--- src/hw/rtl/i2cm_pkg.sv ---
// shared types and constants for the i2c bit-level master
// no dependencies; imported by every module of the block
`timescale 1ns / 1ps

package i2cm_pkg;

    // opcode values on the input transaction
    localparam logic [2:0] OP_NONE  = 3'd0;
    localparam logic [2:0] OP_START = 3'd1;
    localparam logic [2:0] OP_STOP  = 3'd2;
    localparam logic [2:0] OP_SEND  = 3'd3;
    localparam logic [2:0] OP_READ  = 3'd4;
    localparam logic [2:0] OP_WAIT  = 3'd5;

    // configuration register indexes
    localparam logic [1:0] CFG_LONG_DELAY  = 2'd0;
    localparam logic [1:0] CFG_BIT_DELAY   = 2'd1;
    localparam logic [1:0] CFG_SHORT_DELAY = 2'd2;
    localparam logic [1:0] CFG_POLL_LIMIT  = 2'd3;

    // configuration reset values
    localparam logic [15:0] RST_LONG_DELAY  = 16'd400;
    localparam logic [15:0] RST_BIT_DELAY   = 16'd200;
    localparam logic [15:0] RST_SHORT_DELAY = 16'd100;
    localparam logic [7:0]  RST_POLL_LIMIT  = 8'd250;

    // bits per byte on the bus
    localparam logic [3:0] BITS_PER_BYTE = 4'd8;

    // depth of the queue between front and back
    localparam int QUEUE_DEPTH = 2;

    // input transaction
    typedef struct packed {
        logic [2:0] opcode;
        logic [7:0] tx_byte;
        logic       send_ack;
        logic       sda_in;
    } t_in;

    // result transaction
    typedef struct packed {
        logic       scl_level;
        logic       sda_level;
        logic       sda_drive;
        logic       busy_res;
        logic       done_res;
        logic [7:0] rx_byte;
        logic       ack_failed;
    } t_out;

    // configuration register file
    typedef struct packed {
        logic [15:0] long_delay;
        logic [15:0] bit_delay;
        logic [15:0] short_delay;
        logic [7:0]  poll_limit;
    } t_cfg;

    // decoded command class
    typedef enum logic [2:0] {
        CMD_NONE,
        CMD_START,
        CMD_STOP,
        CMD_SEND,
        CMD_READ,
        CMD_WAIT
    } t_cmd;

    // classified tick handed from front to back
    typedef struct packed {
        t_cmd       cmd;
        logic [7:0] tx_byte;
        logic       send_ack;
        logic       sda_in;
    } t_item;

    // bus engine phases
    typedef enum logic [3:0] {
        PH_IDLE,
        PH_ST1,
        PH_ST2,
        PH_SP1,
        PH_SP2,
        PH_TX_LOW,
        PH_TX_HIGH,
        PH_TX_TAIL,
        PH_RX_LOW,
        PH_RX_HIGH,
        PH_AK_LOW,
        PH_AK_HIGH,
        PH_WA1,
        PH_WA2,
        PH_WA_POLL
    } t_phase;

endpackage

--- src/hw/rtl/i2c_bit_level_master.sv ---
// top level of the i2c bit-level master: config registers, front queue, phase engine
// depends on i2cm_pkg, i2cm_front, i2cm_back
//
// usage:
//   each input transaction is one tick of the bus timing engine and carries an
//   optional command (start, stop, send byte, read byte, wait ack) plus the
//   sampled sda level. every input transaction yields exactly one result
//   transaction with the pin levels, sda drive enable, busy, done, the last
//   received byte and the ack failure flag.
//   input and output channels use valid/stall; a transaction moves when valid
//   is high and stall is low. the config port is a valid/ready write channel
//   that is always ready; write it only while the engine is idle.
//   each accepted tick waits in the two-entry queue, and its result is then
//   held in the output register.
//   throughput: one tick per cycle unless the receiver stalls; the back end
//   steps once per tick, and the queue takes a new tick while a result waits.
//   when the receiver stalls, the output register holds, the queue fills and
//   o_stall rises once both queue entries are taken.
//   reset: synchronous, active low; lines released high with drive on,
//   engine idle, config registers back to their defaults.
`timescale 1ns / 1ps

module i2c_bit_level_master
    import i2cm_pkg::*;
(
    input  logic        i_clk,
    input  logic        i_rst_n,
    input  logic        i_valid,
    output logic        o_stall,
    input  t_in         i_data,
    output logic        o_valid,
    input  logic        i_stall,
    output t_out        o_data,
    input  logic        i_cfg_valid,
    output logic        o_cfg_ready,
    input  logic [1:0]  i_cfg_index,
    input  logic [15:0] i_cfg_data
);

    t_cfg  r_cfg;
    logic  w_q_valid;
    t_item w_q_item;
    logic  w_q_pop;

    // config register writes
    assign o_cfg_ready = 1'b1;

    always_ff @(posedge i_clk) begin
        if (!i_rst_n) begin
            r_cfg.long_delay  <= RST_LONG_DELAY;
            r_cfg.bit_delay   <= RST_BIT_DELAY;
            r_cfg.short_delay <= RST_SHORT_DELAY;
            r_cfg.poll_limit  <= RST_POLL_LIMIT;
        end else if (i_cfg_valid && o_cfg_ready) begin
            unique case (i_cfg_index)
                CFG_LONG_DELAY:  r_cfg.long_delay  <= i_cfg_data;
                CFG_BIT_DELAY:   r_cfg.bit_delay   <= i_cfg_data;
                CFG_SHORT_DELAY: r_cfg.short_delay <= i_cfg_data;
                CFG_POLL_LIMIT:  r_cfg.poll_limit  <= i_cfg_data[7:0];
                default: begin
                end
            endcase
        end
    end

    // front: classify and queue
    i2cm_front u_front (
        .i_clk     (i_clk),
        .i_rst_n   (i_rst_n),
        .i_valid   (i_valid),
        .o_stall   (o_stall),
        .i_data    (i_data),
        .o_q_valid (w_q_valid),
        .o_q_item  (w_q_item),
        .i_q_pop   (w_q_pop)
    );

    // back: phase engine and output register
    i2cm_back u_back (
        .i_clk     (i_clk),
        .i_rst_n   (i_rst_n),
        .i_cfg     (r_cfg),
        .i_q_valid (w_q_valid),
        .i_q_item  (w_q_item),
        .o_q_pop   (w_q_pop),
        .o_valid   (o_valid),
        .i_stall   (i_stall),
        .o_data    (o_data)
    );

    // a finishing tick never reports busy
    a_done_not_busy: assert property (@(posedge i_clk) disable iff (!i_rst_n)
        o_valid && o_data.done_res |-> !o_data.busy_res)
        else $error("done and busy reported together");

    // the queue only blocks input while it holds work for the back end
    a_stall_has_work: assert property (@(posedge i_clk) disable iff (!i_rst_n)
        o_stall |-> w_q_valid)
        else $error("input stalled with empty queue");

    // reset empties the output register
    a_reset_clears_out: assert property (@(posedge i_clk)
        !i_rst_n |=> !o_valid)
        else $error("output valid after reset");

endmodule

--- src/hw/rtl/i2cm_front.sv ---
// front end: accepts ticks, classifies the opcode and queues them
// depends on i2cm_pkg
`timescale 1ns / 1ps

module i2cm_front
    import i2cm_pkg::*;
(
    input  logic  i_clk,
    input  logic  i_rst_n,
    input  logic  i_valid,
    output logic  o_stall,
    input  t_in   i_data,
    output logic  o_q_valid,
    output t_item o_q_item,
    input  logic  i_q_pop
);

    localparam int PTR_W = (QUEUE_DEPTH > 1) ? $clog2(QUEUE_DEPTH) : 1;
    localparam int CNT_W = $clog2(QUEUE_DEPTH + 1);
    localparam logic [CNT_W-1:0] FULL_CNT = CNT_W'(QUEUE_DEPTH);
    localparam logic [PTR_W-1:0] LAST_PTR = PTR_W'(QUEUE_DEPTH - 1);

    t_item            r_mem [QUEUE_DEPTH];
    logic [PTR_W-1:0] r_wr_ptr, n_wr_ptr;
    logic [PTR_W-1:0] r_rd_ptr, n_rd_ptr;
    logic [CNT_W-1:0] r_count, n_count;
    t_item            w_item;
    logic             w_push;
    logic             w_pop;

    // opcode classification, unknown codes act as no command
    always_comb begin
        w_item.tx_byte  = i_data.tx_byte;
        w_item.send_ack = i_data.send_ack;
        w_item.sda_in   = i_data.sda_in;
        unique case (i_data.opcode)
            OP_START: w_item.cmd = CMD_START;
            OP_STOP:  w_item.cmd = CMD_STOP;
            OP_SEND:  w_item.cmd = CMD_SEND;
            OP_READ:  w_item.cmd = CMD_READ;
            OP_WAIT:  w_item.cmd = CMD_WAIT;
            default:  w_item.cmd = CMD_NONE;
        endcase
    end

    // queue handshake
    assign o_stall   = (r_count == FULL_CNT);
    assign w_push    = i_valid && !o_stall;
    assign o_q_valid = (r_count != '0);
    assign w_pop     = i_q_pop && o_q_valid;
    assign o_q_item  = r_mem[r_rd_ptr];

    // pointer and fill count update
    always_comb begin
        n_wr_ptr = r_wr_ptr;
        n_rd_ptr = r_rd_ptr;
        n_count  = r_count;
        if (w_push) begin
            n_wr_ptr = (r_wr_ptr == LAST_PTR) ? '0 : r_wr_ptr + 1'b1;
        end
        if (w_pop) begin
            n_rd_ptr = (r_rd_ptr == LAST_PTR) ? '0 : r_rd_ptr + 1'b1;
        end
        if (w_push && !w_pop) begin
            n_count = r_count + 1'b1;
        end else if (w_pop && !w_push) begin
            n_count = r_count - 1'b1;
        end
    end

    always_ff @(posedge i_clk) begin
        if (!i_rst_n) begin
            r_wr_ptr <= '0;
            r_rd_ptr <= '0;
            r_count  <= '0;
        end else begin
            r_wr_ptr <= n_wr_ptr;
            r_rd_ptr <= n_rd_ptr;
            r_count  <= n_count;
        end
    end

    // queue storage
    always_ff @(posedge i_clk) begin
        if (w_push) begin
            r_mem[r_wr_ptr] <= w_item;
        end
    end

endmodule

--- src/hw/rtl/i2cm_back.sv ---
// back end: bus phase engine stepped once per queued tick, with output register
// depends on i2cm_pkg
`timescale 1ns / 1ps

module i2cm_back
    import i2cm_pkg::*;
(
    input  logic  i_clk,
    input  logic  i_rst_n,
    input  t_cfg  i_cfg,
    input  logic  i_q_valid,
    input  t_item i_q_item,
    output logic  o_q_pop,
    output logic  o_valid,
    input  logic  i_stall,
    output t_out  o_data
);

    t_phase      r_phase, n_phase;
    logic [15:0] r_delay, n_delay;
    logic [3:0]  r_bit_idx, n_bit_idx;
    logic [7:0]  r_shift, n_shift;
    logic [7:0]  r_poll, n_poll;
    logic        r_scl, n_scl;
    logic        r_sda, n_sda;
    logic        r_drive, n_drive;
    logic        r_ack_flag, n_ack_flag;
    logic        r_ack_choice, n_ack_choice;
    logic [7:0]  r_rx_hold, n_rx_hold;
    logic        r_out_valid;
    t_out        r_out;
    t_out        w_res;

    logic        w_take;
    logic        w_idle;
    logic [15:0] w_dec;
    logic        w_exp;
    logic        w_poll_evt;
    logic [7:0]  w_poll_cnt;
    logic        w_poll_low;
    logic        w_poll_fail;
    logic [3:0]  w_bit_next;
    logic        w_last_bit;
    logic        w_step_evt;
    logic        w_sda;

    // zero delay acts as one
    function automatic logic [15:0] f_delay(input logic [15:0] d);
        f_delay = (d == '0) ? 16'd1 : d;
    endfunction

    // step one tick when the output register is free or being drained
    assign w_take  = i_q_valid && (!r_out_valid || !i_stall);
    assign o_q_pop = w_take;
    assign w_sda   = i_q_item.sda_in;

    // shared phase conditions
    assign w_idle      = (r_phase == PH_IDLE);
    assign w_dec       = r_delay - {15'd0, (r_delay != '0)};
    assign w_exp       = !w_idle && (r_phase != PH_WA_POLL) && (w_dec == '0);
    assign w_poll_evt  = (r_phase == PH_WA_POLL) || (w_exp && (r_phase == PH_WA2));
    assign w_poll_cnt  = (r_phase == PH_WA2) ? '0 : r_poll;
    assign w_poll_low  = !w_sda;
    assign w_poll_fail = w_sda && (w_poll_cnt >= i_cfg.poll_limit);
    assign w_bit_next  = r_bit_idx + 1'b1;
    assign w_last_bit  = (w_bit_next >= BITS_PER_BYTE);
    assign w_step_evt  = w_idle || w_exp || (r_phase == PH_WA_POLL);

    // next phase
    always_comb begin
        n_phase = r_phase;
        if (w_idle) begin
            unique case (i_q_item.cmd)
                CMD_START: n_phase = PH_ST1;
                CMD_STOP:  n_phase = PH_SP1;
                CMD_SEND:  n_phase = PH_TX_LOW;
                CMD_READ:  n_phase = PH_RX_LOW;
                CMD_WAIT:  n_phase = PH_WA1;
                default:   n_phase = PH_IDLE;
            endcase
        end else if (w_poll_evt) begin
            priority if (w_poll_low) begin
                n_phase = PH_IDLE;
            end else if (w_poll_fail) begin
                n_phase = PH_SP1;
            end else begin
                n_phase = PH_WA_POLL;
            end
        end else if (w_exp) begin
            unique case (r_phase)
                PH_ST1:     n_phase = PH_ST2;
                PH_SP1:     n_phase = PH_SP2;
                PH_TX_LOW:  n_phase = PH_TX_HIGH;
                PH_TX_HIGH: n_phase = PH_TX_TAIL;
                PH_TX_TAIL: n_phase = w_last_bit ? PH_IDLE : PH_TX_LOW;
                PH_RX_LOW:  n_phase = PH_RX_HIGH;
                PH_RX_HIGH: n_phase = w_last_bit ? PH_AK_LOW : PH_RX_LOW;
                PH_AK_LOW:  n_phase = PH_AK_HIGH;
                PH_WA1:     n_phase = PH_WA2;
                default:    n_phase = PH_IDLE;
            endcase
        end
    end

    // delay reload on every phase entry, countdown otherwise
    always_comb begin
        if (w_step_evt) begin
            unique case (n_phase)
                PH_ST1, PH_ST2, PH_SP1, PH_SP2:
                    n_delay = f_delay(i_cfg.long_delay);
                PH_TX_LOW, PH_TX_HIGH, PH_TX_TAIL, PH_RX_LOW, PH_AK_LOW, PH_AK_HIGH:
                    n_delay = f_delay(i_cfg.bit_delay);
                PH_RX_HIGH, PH_WA1, PH_WA2:
                    n_delay = f_delay(i_cfg.short_delay);
                default:
                    n_delay = '0;
            endcase
        end else begin
            n_delay = w_dec;
        end
    end

    // pin levels, shifter, counters and flags
    always_comb begin
        n_bit_idx    = r_bit_idx;
        n_shift      = r_shift;
        n_poll       = r_poll;
        n_scl        = r_scl;
        n_sda        = r_sda;
        n_drive      = r_drive;
        n_ack_flag   = r_ack_flag;
        n_ack_choice = r_ack_choice;
        n_rx_hold    = r_rx_hold;
        if (w_idle) begin
            unique case (i_q_item.cmd)
                CMD_START: begin
                    n_drive = 1'b1;
                    n_sda   = 1'b1;
                    n_scl   = 1'b1;
                end
                CMD_STOP: begin
                    n_drive = 1'b1;
                    n_scl   = 1'b0;
                    n_sda   = 1'b0;
                end
                CMD_SEND: begin
                    n_drive   = 1'b1;
                    n_bit_idx = '0;
                    n_sda     = i_q_item.tx_byte[7];
                    n_shift   = {i_q_item.tx_byte[6:0], 1'b0};
                    n_scl     = 1'b0;
                end
                CMD_READ: begin
                    n_drive      = 1'b0;
                    n_scl        = 1'b0;
                    n_shift      = '0;
                    n_bit_idx    = '0;
                    n_ack_choice = i_q_item.send_ack;
                end
                CMD_WAIT: begin
                    n_drive    = 1'b0;
                    n_sda      = 1'b1;
                    n_ack_flag = 1'b0;
                end
                default: begin
                end
            endcase
        end else if (w_poll_evt) begin
            n_poll = w_poll_cnt;
            priority if (w_poll_low) begin
                n_scl = 1'b0;
            end else if (w_poll_fail) begin
                n_ack_flag = 1'b1;
                n_drive    = 1'b1;
                n_scl      = 1'b0;
                n_sda      = 1'b0;
            end else begin
                n_poll = w_poll_cnt + 1'b1;
            end
        end else if (w_exp) begin
            unique case (r_phase)
                PH_ST1:     n_sda = 1'b0;
                PH_ST2:     n_scl = 1'b0;
                PH_SP1:     n_scl = 1'b1;
                PH_SP2:     n_sda = 1'b1;
                PH_TX_LOW:  n_scl = 1'b1;
                PH_TX_HIGH: n_scl = 1'b0;
                PH_TX_TAIL: begin
                    n_bit_idx = w_bit_next;
                    if (!w_last_bit) begin
                        n_sda   = r_shift[7];
                        n_shift = {r_shift[6:0], 1'b0};
                        n_scl   = 1'b0;
                    end
                end
                PH_RX_LOW: begin
                    n_scl   = 1'b1;
                    n_shift = {r_shift[6:0], w_sda};
                end
                PH_RX_HIGH: begin
                    n_bit_idx = w_bit_next;
                    n_scl     = 1'b0;
                    if (w_last_bit) begin
                        n_rx_hold = r_shift;
                        n_drive   = 1'b1;
                        n_sda     = !r_ack_choice;
                    end
                end
                PH_AK_LOW:  n_scl = 1'b1;
                PH_AK_HIGH: n_scl = 1'b0;
                PH_WA1:     n_scl = 1'b1;
                default: begin
                end
            endcase
        end
    end

    // result of this tick
    always_comb begin
        w_res.scl_level  = n_scl;
        w_res.sda_level  = n_sda;
        w_res.sda_drive  = n_drive;
        w_res.busy_res   = (n_phase != PH_IDLE);
        w_res.done_res   = !w_idle && (n_phase == PH_IDLE);
        w_res.rx_byte    = n_rx_hold;
        w_res.ack_failed = n_ack_flag;
    end

    // engine state
    always_ff @(posedge i_clk) begin
        if (!i_rst_n) begin
            r_phase      <= PH_IDLE;
            r_delay      <= '0;
            r_bit_idx    <= '0;
            r_shift      <= '0;
            r_poll       <= '0;
            r_scl        <= 1'b1;
            r_sda        <= 1'b1;
            r_drive      <= 1'b1;
            r_ack_flag   <= 1'b0;
            r_ack_choice <= 1'b0;
            r_rx_hold    <= '0;
        end else if (w_take) begin
            r_phase      <= n_phase;
            r_delay      <= n_delay;
            r_bit_idx    <= n_bit_idx;
            r_shift      <= n_shift;
            r_poll       <= n_poll;
            r_scl        <= n_scl;
            r_sda        <= n_sda;
            r_drive      <= n_drive;
            r_ack_flag   <= n_ack_flag;
            r_ack_choice <= n_ack_choice;
            r_rx_hold    <= n_rx_hold;
        end
    end

    // output register valid
    always_ff @(posedge i_clk) begin
        if (!i_rst_n) begin
            r_out_valid <= 1'b0;
        end else if (w_take) begin
            r_out_valid <= 1'b1;
        end else if (!i_stall) begin
            r_out_valid <= 1'b0;
        end
    end

    // output register payload
    always_ff @(posedge i_clk) begin
        if (w_take) begin
            r_out <= w_res;
        end
    end

    assign o_valid = r_out_valid;
    assign o_data  = r_out;

endmodule
--- config.mk ---
export PLATFORM = sky130hd
export DESIGN_NAME = i2c_bit_level_master
export DESIGN_NICKNAME = d
export VERILOG_FILES = /design/src/hw/rtl/i2cm_pkg.sv /design/src/hw/rtl/i2c_bit_level_master.sv /design/src/hw/rtl/i2cm_front.sv /design/src/hw/rtl/i2cm_back.sv
export SDC_FILE = /design/constraint.sdc
export NUM_CORES = 1
export LEC_CHECK = 0
export BUFFER_PORTS_ARGS = -buffer_cell sky130_fd_sc_hd__buf_2
export CELL_PAD_IN_SITES_DETAIL_PLACEMENT = 0
export CELL_PAD_IN_SITES_GLOBAL_PLACEMENT = 1
export CORE_MARGIN = 2
export CORE_UTILIZATION = 46
export DETAILED_ROUTE_END_ITERATION = 7
export PLACE_DENSITY_LB_ADDON = 0.08
export SKIP_CTS_REPAIR_TIMING = 1
export SLEW_MARGIN = 20
export SYNTH_ARGS = -nofsm -noshare
export SYNTH_HDL_FRONTEND = slang
export SYNTH_SLANG_ARGS = --single-unit
--- constraint.sdc ---
create_clock -name i_clk -period 6 [get_ports i_clk]
set_input_delay 1.2 -clock i_clk [delete_from_list [all_inputs] [get_ports i_clk]]
set_output_delay 1.2 -clock i_clk [all_outputs]
set_load 0.05 [all_outputs]
==> results.yml <==
cells_and_area:
  post-route-util: 0.5211
  final-instance-count-excl-fill: 1204
  drive_gt1_frac: 0.1410
  nets: 1017
  antennaDiodeCount: 0
  area_delta_synth_final_pct: 11.71
power:
  p_clk_frac: 0.194
  p_leak_nw: 3.361
  p_int_w: 0.002908
  p_sw_w: 0.002658
  comb_power_share: 0.519
  swShare: 0.4775
  p_seq_frac: 0.287
  ir_drop_mv: 0.2768
  power_density_nw_per_um2: 621.9
  total_power_w: 0.005566
synth:
  synthFlopType: "dfxtp_1"
  synth_area_sq_um: 8011
  synth_async_sr_flop_share: 0
  synth_fp_nets: 1002
  yosysSeqAreaShare: 0.4373
  synth_cell_types: 82
  avgSynthCellArea_sq_um: 8.424
  synthCells: 951
  synth-seq-cells: 155
  yosys_warnings: 0
  synth_edf_count: 40
status:
  status: "completed"
global_route:
  grt_antenna_before_repair: 0
  grt_pass1_vias: 6478
  grt_pass1_wl_mm: 34.96
  overflow: 0
  grtUsageTotal: 0.2448
  grt_max_degree: 53
cts:
  cts_root_buffer: "clkbuf_16"
  cts_buffer_depth: 2
  htreeDepth: 4
  cts.clk_slew.worst_paths_ns: 0.07
  clk_latency_ns: 0.43
  numCtsBuffers: 17
  cts_tree: "done"
  cts_sinks: 155
critical_path:
  cp_max_fo: 9
  worst-r2r-cell-count: 16
  worstPathRequired_ns: 6.27
  worst_setup_path_end_kind: "flip-flop"
  start_kind: "flip-flop"
  critical_path_class: "reg -> reg"
  cp.arrival_ns: 5.37
die:
  num_rows: 48
  die_area_sq_um: 18490
  ios: 53
  die_w_um: 136.0
  die_h_um: 136.0
  initial_core_util: 0.4664
  coreArea_sq_um: 17180
placed_design:
  pre_cts_ws_ns: 1.015
  portBuffers: 51
  place.gp.congestion: 0.9162
  hpwl_mm: 15.88
  dpl.cell_count: 1172
route:
  via_per_inst: 5.953
  ant_nets: 0
  firstDrtPassIters: 5
  drc_errors: 0
  initialDrtViolationCount: 679
  drt_wl_total_mm: 22.42
  post_drt_wl_per_cell_um: 18.62
  via_count: 7168
sta:
  finalSetupViolCount: 0
  period_needed_ns: 5.096
  maxSlewViolCount: 0
  finClkSkew_ns: 0.01057
  fin_ws_ns: 0.9044
  tightest_slew_ns: 0.9956
  hold_violations: 0
  tns_ns: 0
  max_slew_margin: 0.3353
  min_period_over_period: 0.8493
  fmax_mhz: 196.2
  rsz0062_at_grt: "no"
run:
  max-cap-violations: 0
min_path:
  whs_path_depth: 2
  worstHoldPathType: "reg -> reg"
## Yosys cell counts (all sizes together), types with 5 or more instances
cell type	count	area (sq um)
ha	15	187.7
a22oi	8	65.06
or4	8	60.06
a221o	5	50.05
mux2i	18	183.9
xnor2	13	113.9
o211ai	13	97.59
nand2	167	626.9
buf	11	67.56
mux2	11	123.9
nor2	85	319.1
a221oi	6	52.55
clkbuf	51	191.4
inv	21	78.82
nor3	34	175.2
nand4	11	81.32
or3	5	31.28
and2	16	105.1
or2	9	56.30
o21ai	40	211.5
nor4	21	131.4
a31oi	9	56.30
edfxtp	40	1201
a211oi	17	140.1
a21oi	98	494.2
and3	8	50.05
o22ai	6	51.30
xor2	7	61.31
nand3	27	135.1
dfxtp	115	2302
## layout make-up
class	instances	area, sq um
Clock buffer	18	450.4
Fill cell	1651	8227
Inverter	21	78.83
Multi-Input combinational cell	713	4182
Clock inverter	14	146.4
Timing Repair Buffer	58	307.8
Tap cell	225	281.5
Sequential cell	155	3503
## logic make-up (layout without fill, tap and decap cells)
logic type	count (synthesis)	after routing	synth area share
simple gates	416	416	0.2485
compound gates	232	232	0.1879
flops	155	155	0.4373
buf+inv	83	111	0.04217
mux	29	29	0.03842
xor+xnor	20	20	0.02187
fa+ha+maj	15	15	0.02343
other cells	1	1	0.0004681
## routing by layer
| layer | routed length, um | GRT usage |
|---|---|---|
| met1 | 10840 | 0.3697 |
| met2 | 9777 | 0.3566 |
| met3 | 1521 | 0.04437 |
| met4 | 283 | 0.06829 |
| met5 | 0 | 0 |
## sequential cells by signal, indices dropped and copies added (netlist names), named ones only
name                 cells
u_back.r_ack_flag        1
u_front.r_mem           26
u_back.r_scl             1
u_back.r_bit_idx         4
u_front.r_count          2
u_back.r_rx_hold         8
u_back.r_sda             1
u_back.r_phase           4
u_back.r_poll            8
u_back.r_delay          16
u_back.r_ack_choice      1
u_front.r_wr_ptr         1
u_front.r_rd_ptr         1
r_cfg                   56
u_back.r_shift           8
u_back.o_data           14
u_back.o_valid           1
u_back.r_drive           1
## cells in the final DEF, fill, tap and decap left out, types with 21 or more instances in the layout
cell type and n:
nor2_1 82, a21oi_1 97, buf_2 51, nor3_1 33
edfxtp_1 40, o21ai_0 37, nand2_1 167, nand3_1 27
dfxtp_1 115, nor4_1 21
## metrics by stage
step           hold WS, ns  cell area (sq um)
6_report            0.4641               8950
3_3_place_gp        0.4527               8346
3_5_place_dp        0.4592               8351
4_1_cts             0.4685               8947
2_1_floorplan       0.4363               8011
5_1_grt             0.5021               8950
## worst max-delay path: stages (launching register included)
cell and delay [ns]:
dfxtp_1 0.48, or4_1 0.30, nor2_1 0.10, nand3_1 0.08, ha_1 0.24, ha_1 0.33
or4b_2 0.60, or4_1 0.43, and3_1 0.22, nand4_2 0.22, mux2i_2 0.43, nor4b_4 0.38
o2111ai_1 0.34, o311ai_2 0.31, nor2_1 0.15, a211oi_1 0.23, nor3_1 0.08
## final timing paths
path                     startpoint           endpoint  slack (ns)
setup / recovery  u_back.r_delay[4]  u_back.r_delay[8]        0.90
hold / removal             r_cfg[2]           r_cfg[2]        0.46
setup reg to reg  u_back.r_delay[4]  u_back.r_delay[8]        0.90
hold reg to reg            r_cfg[2]           r_cfg[2]        0.46
## power groups by stage
stage / Sequential [W] / Combinational, W / Clock [W]
CTS: 0.00159 / 0.00284 / 0.00110
global placement: 0.00160 / 0.00282 / 0
floorplan: 0.00165 / 0.00212 / 0
finish: 0.00160 / 0.00289 / 0.00108
detailed placement: 0.00161 / 0.00282 / 0
global route: 0.00163 / 0.00316 / 0.00113
Note: power is estimated with default switching activity, not from simulation.
